$ cat config.mk
export PLATFORM = sky130hd
export DESIGN_NAME = jhs_ctrl
export DESIGN_NICKNAME = d
export VERILOG_FILES = /design/src/hdl/jhs_pkg.sv /design/src/hdl/jhs_ctrl.sv
export SDC_FILE = /design/constraint.sdc
export NUM_CORES = 1
export LEC_CHECK = 0
export BUFFER_PORTS_ARGS = -buffer_cell sky130_fd_sc_hd__buf_2
export CORE_MARGIN = 2
export CORE_UTILIZATION = 30
export DETAILED_ROUTE_END_ITERATION = 8
export PLACE_DENSITY = 0.55
export SLEW_MARGIN = 30
export SYNTH_ARGS = -nofsm -noshare
export SYNTH_HDL_FRONTEND = slang
export SYNTH_SLANG_ARGS = --single-unit
export TNS_END_PERCENT = 100
$ cat constraint.sdc
create_clock -name i_clk -period 11.35 [get_ports i_clk]
set_input_delay 2.27 -clock i_clk [delete_from_list [all_inputs] [get_ports i_clk]]
set_output_delay 2.27 -clock i_clk [all_outputs]
set_load 0.01 [all_outputs]
$ cat src/hdl/jhs_pkg.sv
// Package for the joint homing sequencer: shared types, opcodes, register indices and move selectors.
// No dependencies.
`timescale 1ns / 1ps
`default_nettype none
package jhs_pkg;
    localparam logic [1:0] OP_SAMPLE  = 2'd0;
    localparam logic [1:0] OP_RESTART = 2'd1;
    localparam logic [1:0] OP_TABLE   = 2'd2;

    localparam logic [1:0] REG_WAIT  = 2'd0;
    localparam logic [1:0] REG_COUNT = 2'd1;
    localparam logic [1:0] REG_TPS   = 2'd2;

    // Move selectors carried in the command.
    localparam logic [1:0] MV_OUT   = 2'd0;
    localparam logic [1:0] MV_CROSS = 2'd1;
    localparam logic [1:0] MV_BACK  = 2'd2;

    // Commands from the controller to the datapath.
    typedef struct packed {
        logic latch;     // capture sensor edges for the joints in use
        logic offsets;   // compute offsets for the joints in use
        logic vel_start; // start the velocity divider
        logic [1:0] move; // 0 first, 1 middle, 2 last move
    } t_cmd;

    // Status from the datapath.
    typedef struct packed {
        logic vel_busy;
    } t_stat;
endpackage
`default_nettype wire

$ cat src/hdl/jhs_ctrl.sv
// Controller: input handshake, step sequencing and result emission.
// Depends on jhs_pkg.
`timescale 1ns / 1ps
`default_nettype none
module jhs_ctrl import jhs_pkg::*; #(
    parameter int MAX_JOINTS = 16
) (
    input  wire logic        i_clk,
    input  wire logic        i_rst_n,
    input  wire logic        i_in_fire,
    input  wire logic [1:0]  i_op,
    input  wire logic [31:0] i_time,
    input  wire logic [3:0]  i_joint,
    input  wire logic        i_last,
    input  wire logic [23:0] i_wait,
    input  wire logic [4:0]  i_n,
    output logic             o_in_ready,
    output logic             o_sample_we,
    output logic             o_table_we,
    output logic [$clog2(MAX_JOINTS):0] o_active,
    output logic [25:0]      o_elapsed,
    output t_cmd             o_cmd,
    input  wire t_stat       i_stat,
    input  wire logic signed [31:0] i_vel,
    input  wire logic [23:0] i_phase,
    input  wire logic [23:0] i_rd_phase,
    output logic [3:0]       o_rd_joint,
    input  wire logic signed [31:0] i_offset,
    output logic             o_valid,
    input  wire logic        i_ready,
    output logic [3:0]       o_out_joint,
    output logic signed [31:0] o_out_vel,
    output logic signed [31:0] o_out_off,
    output logic             o_out_done,
    output logic             o_out_last
);
    localparam int AW = $clog2(MAX_JOINTS) + 1;
    localparam int TW = $clog2(MAX_JOINTS) + 26;
    localparam logic [2:0] S_IDLE = 3'd0, S_EVAL = 3'd1, S_WAITV = 3'd2,
                           S_EMIT = 3'd3, S_HOLD = 3'd4, S_SUM = 3'd5;
    logic [2:0] r_st;
    logic [AW-1:0] r_act;
    logic [31:0] r_base, r_start, r_t;
    logic r_known, r_done;
    logic [AW-1:0] r_who;
    logic [4:0] r_i;
    logic signed [31:0] r_v;
    logic [TW-1:0] r_tot;

    logic [4:0] w_n;
    assign w_n = (i_n > 5'(MAX_JOINTS)) ? 5'(MAX_JOINTS) : i_n;
    assign o_in_ready = r_st == S_IDLE;
    assign o_active = r_act;
    assign o_sample_we = i_in_fire && i_op == OP_SAMPLE && {1'b0, i_joint} < w_n;
    assign o_table_we = i_in_fire && i_op == OP_TABLE;
    assign o_rd_joint = r_i[3:0];

    // Window arithmetic in 34 bits so nothing wraps.
    logic [33:0] w_b, w_l, w_t;
    assign w_t = {2'b00, r_t};
    assign w_b = 34'(r_start) + 34'(r_base);
    assign w_l = {10'd0, i_phase};

    always_ff @(posedge i_clk) begin
        if (!i_rst_n) begin
            r_st <= S_IDLE; r_act <= '0; r_base <= '0; r_start <= '0;
            r_known <= 1'b0; r_done <= 1'b0; o_valid <= 1'b0; o_cmd <= '0;
        end else begin
            o_cmd.latch <= 1'b0; o_cmd.offsets <= 1'b0; o_cmd.vel_start <= 1'b0;
            unique case (r_st)
                S_IDLE: if (i_in_fire) begin
                    if (i_op == OP_RESTART) begin
                        r_act <= '0; r_base <= '0; r_done <= 1'b0;
                    end else if (i_op == OP_SAMPLE) begin
                        if (!r_known) begin
                            r_start <= i_time + 32'(i_wait); r_known <= 1'b1;
                        end
                        r_t <= i_time;
                        if (i_last) begin
                            r_st <= S_SUM; r_i <= '0; r_tot <= '0;
                        end
                    end
                end
                // Total time is summed one joint a cycle.
                S_SUM: begin
                    if (r_i < w_n) begin
                        r_tot <= r_tot + TW'({i_rd_phase, 2'b00});
                        r_i <= r_i + 5'd1;
                    end else begin
                        r_st <= S_EVAL;
                    end
                end
                S_EVAL: begin
                    r_who <= AW'(MAX_JOINTS); r_v <= '0; r_st <= S_EMIT;
                    r_i <= '0;
                    if (!r_done && r_t >= r_start) begin
                        if ({2'b00, r_t} <= 34'(r_start) + 34'(r_tot)) begin
                            if (r_act < AW'(w_n)) begin
                                r_who <= r_act;
                                if (w_t >= w_b && w_t < w_b + w_l) begin
                                    o_cmd.move <= MV_OUT; o_cmd.vel_start <= 1'b1;
                                    o_elapsed <= 26'(w_t - w_b); r_st <= S_WAITV;
                                end else if (w_t >= w_b && w_t < w_b + 3 * w_l) begin
                                    o_cmd.move <= MV_CROSS; o_cmd.vel_start <= 1'b1;
                                    o_cmd.latch <= 1'b1;
                                    o_elapsed <= 26'(w_t - w_b - w_l); r_st <= S_WAITV;
                                end else if (w_t >= w_b && w_t < w_b + 4 * w_l) begin
                                    o_cmd.move <= MV_BACK; o_cmd.vel_start <= 1'b1;
                                    o_elapsed <= 26'(w_t - w_b - 3 * w_l); r_st <= S_WAITV;
                                end else if (w_t >= w_b) begin
                                    r_base <= r_base + {6'd0, i_phase, 2'b00};
                                    r_act <= r_act + 1'b1;
                                end
                            end
                        end else begin
                            o_cmd.offsets <= 1'b1; r_done <= 1'b1; r_st <= S_HOLD;
                        end
                    end
                end
                S_HOLD: r_st <= S_EMIT;
                S_WAITV: if (!o_cmd.vel_start && !i_stat.vel_busy) begin
                    r_v <= i_vel; r_st <= S_EMIT;
                end
                S_EMIT: begin
                    if (!o_valid || i_ready) begin
                        if (r_i < w_n) begin
                            o_valid <= 1'b1;
                            o_out_joint <= r_i[3:0];
                            o_out_vel <= ({1'b0, r_i} == 6'(r_who)) ? r_v : 32'sd0;
                            o_out_off <= i_offset;
                            o_out_done <= r_done;
                            o_out_last <= r_i + 5'd1 == w_n;
                            r_i <= r_i + 5'd1;
                        end else begin
                            o_valid <= 1'b0; r_st <= S_IDLE;
                        end
                    end
                end
                default: r_st <= S_IDLE;
            endcase
        end
    end
endmodule
`default_nettype wire
==> Word-level counts from Yosys, hierarchy flattened <==
Cells that the tools add are included.
{ "totals": {"register_bits": 280, "inputBits": 185, "out_inout_bits": 114, "word_cells": 183} }
{ "op_classes": {"add_sub_neg": 13, "n_mul": 1, "n_lt_le_gt_ge": 10, "n_eq_ne": 27, "mux": 65, "bitwise_logic": 7, "n_reduce_logical": 38} }
{ "ops": {"columns": ["cell", "count"], "rows": [
  ["$mux 32", 10],
  ["$mux 30", 5],
  ["$pmux 32 s2", 2],
  ["$lt 32x34->1", 3],
  ["$mux 5", 16],
  ["$mux 26", 3],
  ["$add 33x26->34", 2],
  ["$pmux 30 s2", 1],
  ["$sub 26x26->26", 2],
  ["$mux 3", 13],
  ["$add 33x24->34", 1],
  ["$add 32x30->33", 1],
  ["$add 32x32->33", 1],
  ["$ge 32x33->1", 1],
  ["$le 32x33->1", 1],
  ["$add 32x24->32", 1],
  ["$add 32x26->32", 1],
  ["$ge 32x32->1", 1],
  ["$ne 2x2->1 const B", 16],
  ["$add 30x26->30", 1],
  ["$mul 2x24->26 const A", 1],
  ["$sub 26x24->26", 1],
  ["$reduce_and 5->1", 5],
  ["$pmux 5 s4", 1],
  ["other kinds (32)", 71]
]} }

==> Depth between registers and ports, before layout <==
{ "depth": {"ltp_word": 11, "depth_mapped": 49, "mapped_depth_nobuf": 49} }

==> Worst setup path after synthesis <==
OpenSTA, ideal clock, no wires.
{ "synth_timing": {"path_type": "input port to flip-flop", "startpoint": "input port i_phase[1]", "endpoint": "register o_elapsed[24], data pin", "setup_ps": 260, "t_arrival_ps": 10350, "required_time_ps": 11090, "setup_slack_ps": 740, "cell_stages": 46, "path_buffers": 0, "path_cell_list": "ha_1 > a21o_1 > a21oi_1 > o21bai_1 > a2111oi_0 > nor2_1 > a21oi_1 > o21bai_1 > xor2_1 > ha_1 > a21oi_1 > o21bai_1 > a21o_1 > a21oi_1 > o21bai_1 > a211oi_1 > a211oi_1 > nor2_1 > [10 not listed] > a221oi_1 > a41oi_2 > nor2_2 > nor2_1 > a21o_1 > fa_1 > nor2b_1 > o21ai_0 > a21boi_0 > nor4_1 > o31a_1 > a21oi_1 > a41o_1 > o211ai_1 > a31oi_1 > o21a_1 > o21a_1 > o31ai_1"} }
{ "synth_between": {"elab_chain_cells": 6, "elab_cells_between_ends": 12, "classes_between": "add/sub: 4; mul: 1; order compare: 2; mux: 3; reduce/logical: 2"} }
{ "synth_lines": {"columns": ["item", "line", "source"], "rows": [
  ["start, declared", "jhs_ctrl.sv:25", "input wire logic [23:0] i_phase,"],
  ["$mul 2x24->26", "jhs_ctrl.sv:103, jhs_ctrl.sv:109", null],
  ["$add 33x26->34", "jhs_ctrl.sv:103", "end else if (w_t >= w_b && w_t < w_b + 3 * w_l) begin"],
  ["$lt 32x34->1", "jhs_ctrl.sv:103", null],
  ["$logic_and 1x1->1", "jhs_ctrl.sv:103", null],
  ["$mux 26", "jhs_ctrl.sv:103", null],
  ["$mux 26 *", "jhs_ctrl.sv:100", "if (w_t >= w_b && w_t < w_b + w_l) begin"],
  ["end signal, assigned", "jhs_ctrl.sv:102", "o_elapsed <= 26'(w_t - w_b); r_st <= S_WAITV;"],
  ["end signal, assigned", "jhs_ctrl.sv:106", "o_elapsed <= 26'(w_t - w_b - w_l); r_st <= S_WAITV;"],
  ["end signal, assigned", "jhs_ctrl.sv:109", "o_elapsed <= 26'(w_t - w_b - 3 * w_l); r_st <= S_WAITV;"],
  ["end, declared", "jhs_ctrl.sv:21", "output logic [25:0] o_elapsed,"]
]} }
Mark *: on every way between the ends. The rest lies on a longest branch, timed or not. The select of a mux whose other input is x is not followed.
A chain may end at the register's enable or synchronous reset.

==> Final worst setup path <==
Same ends and word-level chain as after synthesis.

==> summary by stage <==
Synthesis
The number of nets handed over by synthesis was 3,775. After synthesis, the cell types taking the most area are sky130_fd_sc_hd__edfxtp_1 21%, sky130_fd_sc_hd__ha_1 20%, sky130_fd_sc_hd__dfxtp_1 5.6%. The count of yosys warnings during synthesis is 0.

Synthesis inferred 276 register bits. Ranked by instance count, the synthesized netlist is headed by 454 x sky130_fd_sc_hd__ha_1, 274 x sky130_fd_sc_hd__a21oi_1, 237 x sky130_fd_sc_hd__nor2_1. The number of distinct library cells after synthesis is 94. The commonest register cell after synthesis is sky130_fd_sc_hd__edfxtp_1. The number of flops mapped to enable cells by yosys is 198. After synthesis, the share of flip-flops with an asynchronous set or reset is 0%. For this run, the register share of the synthesized area comes to 27.09%. In the synthesized netlist, the number of instances is 3,126.

The post-synthesis area per instance is 8.866 µm². The cell area that synthesis handed to floorplanning was 0.02772 mm². The cell taking the most area after synthesis is sky130_fd_sc_hd__edfxtp_1. Yosys instantiated no cell more often than sky130_fd_sc_hd__ha_1. The share of synthesized area in the top cell type comes to 21.45%.

CTS
The CTS tree is done. The later-pin clock latency in the skew report is 0.59 ns. Counting along the longest clock path gives a buffer depth of 3. The number of buffers added to fix hold violations after cts is 0.

After clock tree synthesis, the clock-pin slew on the worst setup and hold paths is 0.06 ns. The clock sink count is 276. The total CTS buffers is 35.

The root buffer cell chosen for the clock tree is sky130_fd_sc_hd__clkbuf_16. The maximum level of the CTS H-tree is 2.

Worst hold path
The hold path startpoint is r_base[13]. The class of the worst hold path is reg2reg. The worst hold path was traced through 2 stages. For hold timing, the worst endpoint is r_base[13].

Setup path
For flop-to-flop paths, the worst setup slack is 2.12 ns. The critical-path maximum fanout is 7. For this run, the slowest stage of the critical path takes 0.59 ns. The arrival time at the worst endpoint is 11.01 ns.

The capture instance of the worst register-to-register path is o_elapsed[24]. The launching element type of the critical path is an input port. The startpoint of the worst-slack reg-to-reg timing path is r_start[3]. Among the stages of the critical path, the cell type that occurs most often is sky130_fd_sc_hd__a21oi_1. The worst setup path is captured at a register. The cell at the slowest stage of the critical path is sky130_fd_sc_hd__or4b_2. The critical path in this run is classified as in2reg. Data on the critical path is required at its endpoint by 11.76 ns. The worst register-to-register path has a depth of 42.

Placed design
The count of buffers from port buffering is 298. The weighted congestion reported at the end of routability-driven placement is 0.9049. The cell area reported after detailed placement is 0.03149 mm². The post-placement setup slack is -0.3786 ns. The final HPWL from detailed placement is 71,030 µm.

Job
The tool flagged a number of max-cap violations equal to 0.

Timing
The worst-case setup margin in the final layout is 0.7446 ns. The hold violation count in the final report is 0. The number of pins with negative max-slew slack in the final report was 0. The number of setup violations in the final report is 0. Between clock sinks in the finished design, the worst skew comes to 0.04251 ns. The highest clock frequency the design can meet is 94.29 MHz.

Dividing the final minimum period by the clock period gives 93.44%. The worst slew slack as a fraction of its limit is 32.94%. For the pin with the worst max-slew slack, the measured transition is 1.006 ns. The post-route minimum period is 10.61 ns.

The hold slack is 0.4990 ns.

Die
The die width is 308.0 µm. The number of core rows is 111. The core region is 0.09166 mm². The initial core utilization is 30.24%. 299 I/O pins were placed. The die covers 0.09483 mm². The vertical die dimension is 308.0 µm.

Detailed routing
The detailed router placed 24,644 vias in this run. The first routing iteration left 1,371 violations. The routed wire length is 86,620 µm.

In this run the remaining antenna-violating nets after routing total 0. After detailed routing, the average wire length per cell comes to 18.25 µm. The per-cell via count in the routed design is 5.193. The detailed-route DRC error count is 0. The detailed-routing iteration count for the pre-antenna-repair pass is 5.

Layout
The finished cells cover 0.03280 mm². The area overhead of the layout relative to synthesis is 18.33%. The final core area utilization is 35.78%.

The share of cells above drive strength 1 is 16.22%. The net count of the finished layout is 4,179.

Outcome
The run finished with clean final reports.

Global route
Entering global routing, the biggest net connects 72 pins. The number of global-route vias before repair is 23,949. The initial antenna violation count is 9. The total congestion overflow after global routing is 0. Global routing used 17.83% of the available tracks.

The first-pass GRT wire length is 133,500 µm.

Power
The analysis attributes to cell leakage a power of 14.35 nW. The sum of internal, switching and leakage power is 0.004516 W. Across the VDD grid, the largest voltage drop is 0.09579 mV. The total power density per cell area is 137.7 mW/mm².
metrics by stage:
step,cells,setup TNS (ns)
6_report,4746,0
5_1_grt,4746,-0.04069
2_1_floorplan,3126,0
3_5_place_dp,4676,-1.375
3_3_place_gp,4675,-1.276
4_1_cts,4740,0
critical path, delay by kind of cell:
| family | cells | cell delay, ns |
|---|---|---|
| and+or+nand+nor | 7 | 1.45 |
| AOI/OAI and AO/OA | 27 | 4.76 |
| buffers and inverters | 6 | 0.88 |
| xor gates and xnor gates | 2 | 0.31 |
| adders and majority gates | 4 | 1.14 |
| muxes | 1 | 0.22 |
logic make-up after synthesis:
logic type                 after synthesis  share of synthesized area (%)
AOI/OAI and AO/OA                      916                          22.03
xor gates and xnor gates               260                          8.216
adders and majority gates              464                          21.22
buffers and inverters                  231                          3.336
DFF                                    276                          27.09
muxes                                   24                         0.8713
and+or+nand+nor                        955                          17.24
cell usage in the layout (no fill, tap or decap), drive strengths merged, types with 46 or more instances in the layout:
| master | synthesis | routed |
|---|---|---|
| nand2b | 46 | 46 |
| nor2b | 47 | 47 |
| and3 | 54 | 54 |
| a21o | 114 | 114 |
| o21ai | 157 | 157 |
| xor2 | 96 | 96 |
| xnor2 | 164 | 164 |
| ha | 454 | 454 |
| edfxtp | 198 | 198 |
| dfxtp | 78 | 78 |
| inv | 160 | 162 |
| nor2 | 240 | 240 |
| nand3 | 100 | 100 |
| nor3 | 87 | 87 |
| and2 | 55 | 55 |
| buf | 19 | 438 |
| o21a | 52 | 52 |
| nand2 | 191 | 191 |
| a21oi | 275 | 275 |
power breakdown:
group	switching, W	total (W)	internal (W)	leakage [nW]
sequential	0.0000781	0.00128	0.00120	2.45
combinational	0.00117	0.00209	0.000918	11.3
clock	0.000491	0.00115	0.000656	0.571
flip-flops by register name (all words and copies together), names as in the netlist, 3 cells and up:
name,cells
o_out_vel,32
r_start,32
o_out_off,32
r_base,30
r_st,3
r_tot,28
o_elapsed,26
o_out_joint,4
o_cmd,5
o_active,5
r_v,32
r_t,32
r_who,5
r_i,5
how the worst max path moves through the flow:
stage | startpoint | end | depth (start not counted)
floorplan | i_phase[1] | o_elapsed[24] | 46
global placement | i_phase[1] | o_elapsed[25] | 49
CTS | i_phase[1] | o_elapsed[25] | 49
detailed placement | i_phase[1] | o_elapsed[25] | 49
global route | i_phase[1] | o_elapsed[24] | 48
finish | i_phase[1] | o_elapsed[24] | 47
layout make-up:
type | instances | area, µm²
fill | 9476 | 58870
multi-input combinational | 2619 | 19450
sequential | 276 | 7507
timing repair buffer | 438 | 2577
tap | 1186 | 1484
clock buffer | 43 | 957.2
inverter | 160 | 600.6
clock inverter | 21 | 211.5
antenna | 3 | 7.507
per-layer routing:
layer	share of wire, %	vias up	global-route usage (%)
met5	0.067	-	0
met4	3.0	8	5.683
met3	3.9	112	2.226
met2	45	421	28.77
met1	48	11577	24.62
li1	-	12526	-
timing repair:
| action | 4_1_cts | 5_1_grt |
|---|---|---|
| buffers inserted | 0 | 1 |
| gates resized for setup | 0 | 22 |
| endpoints found under the setup margin | 0 | 11 |
(Power assumes the default switching activity.)
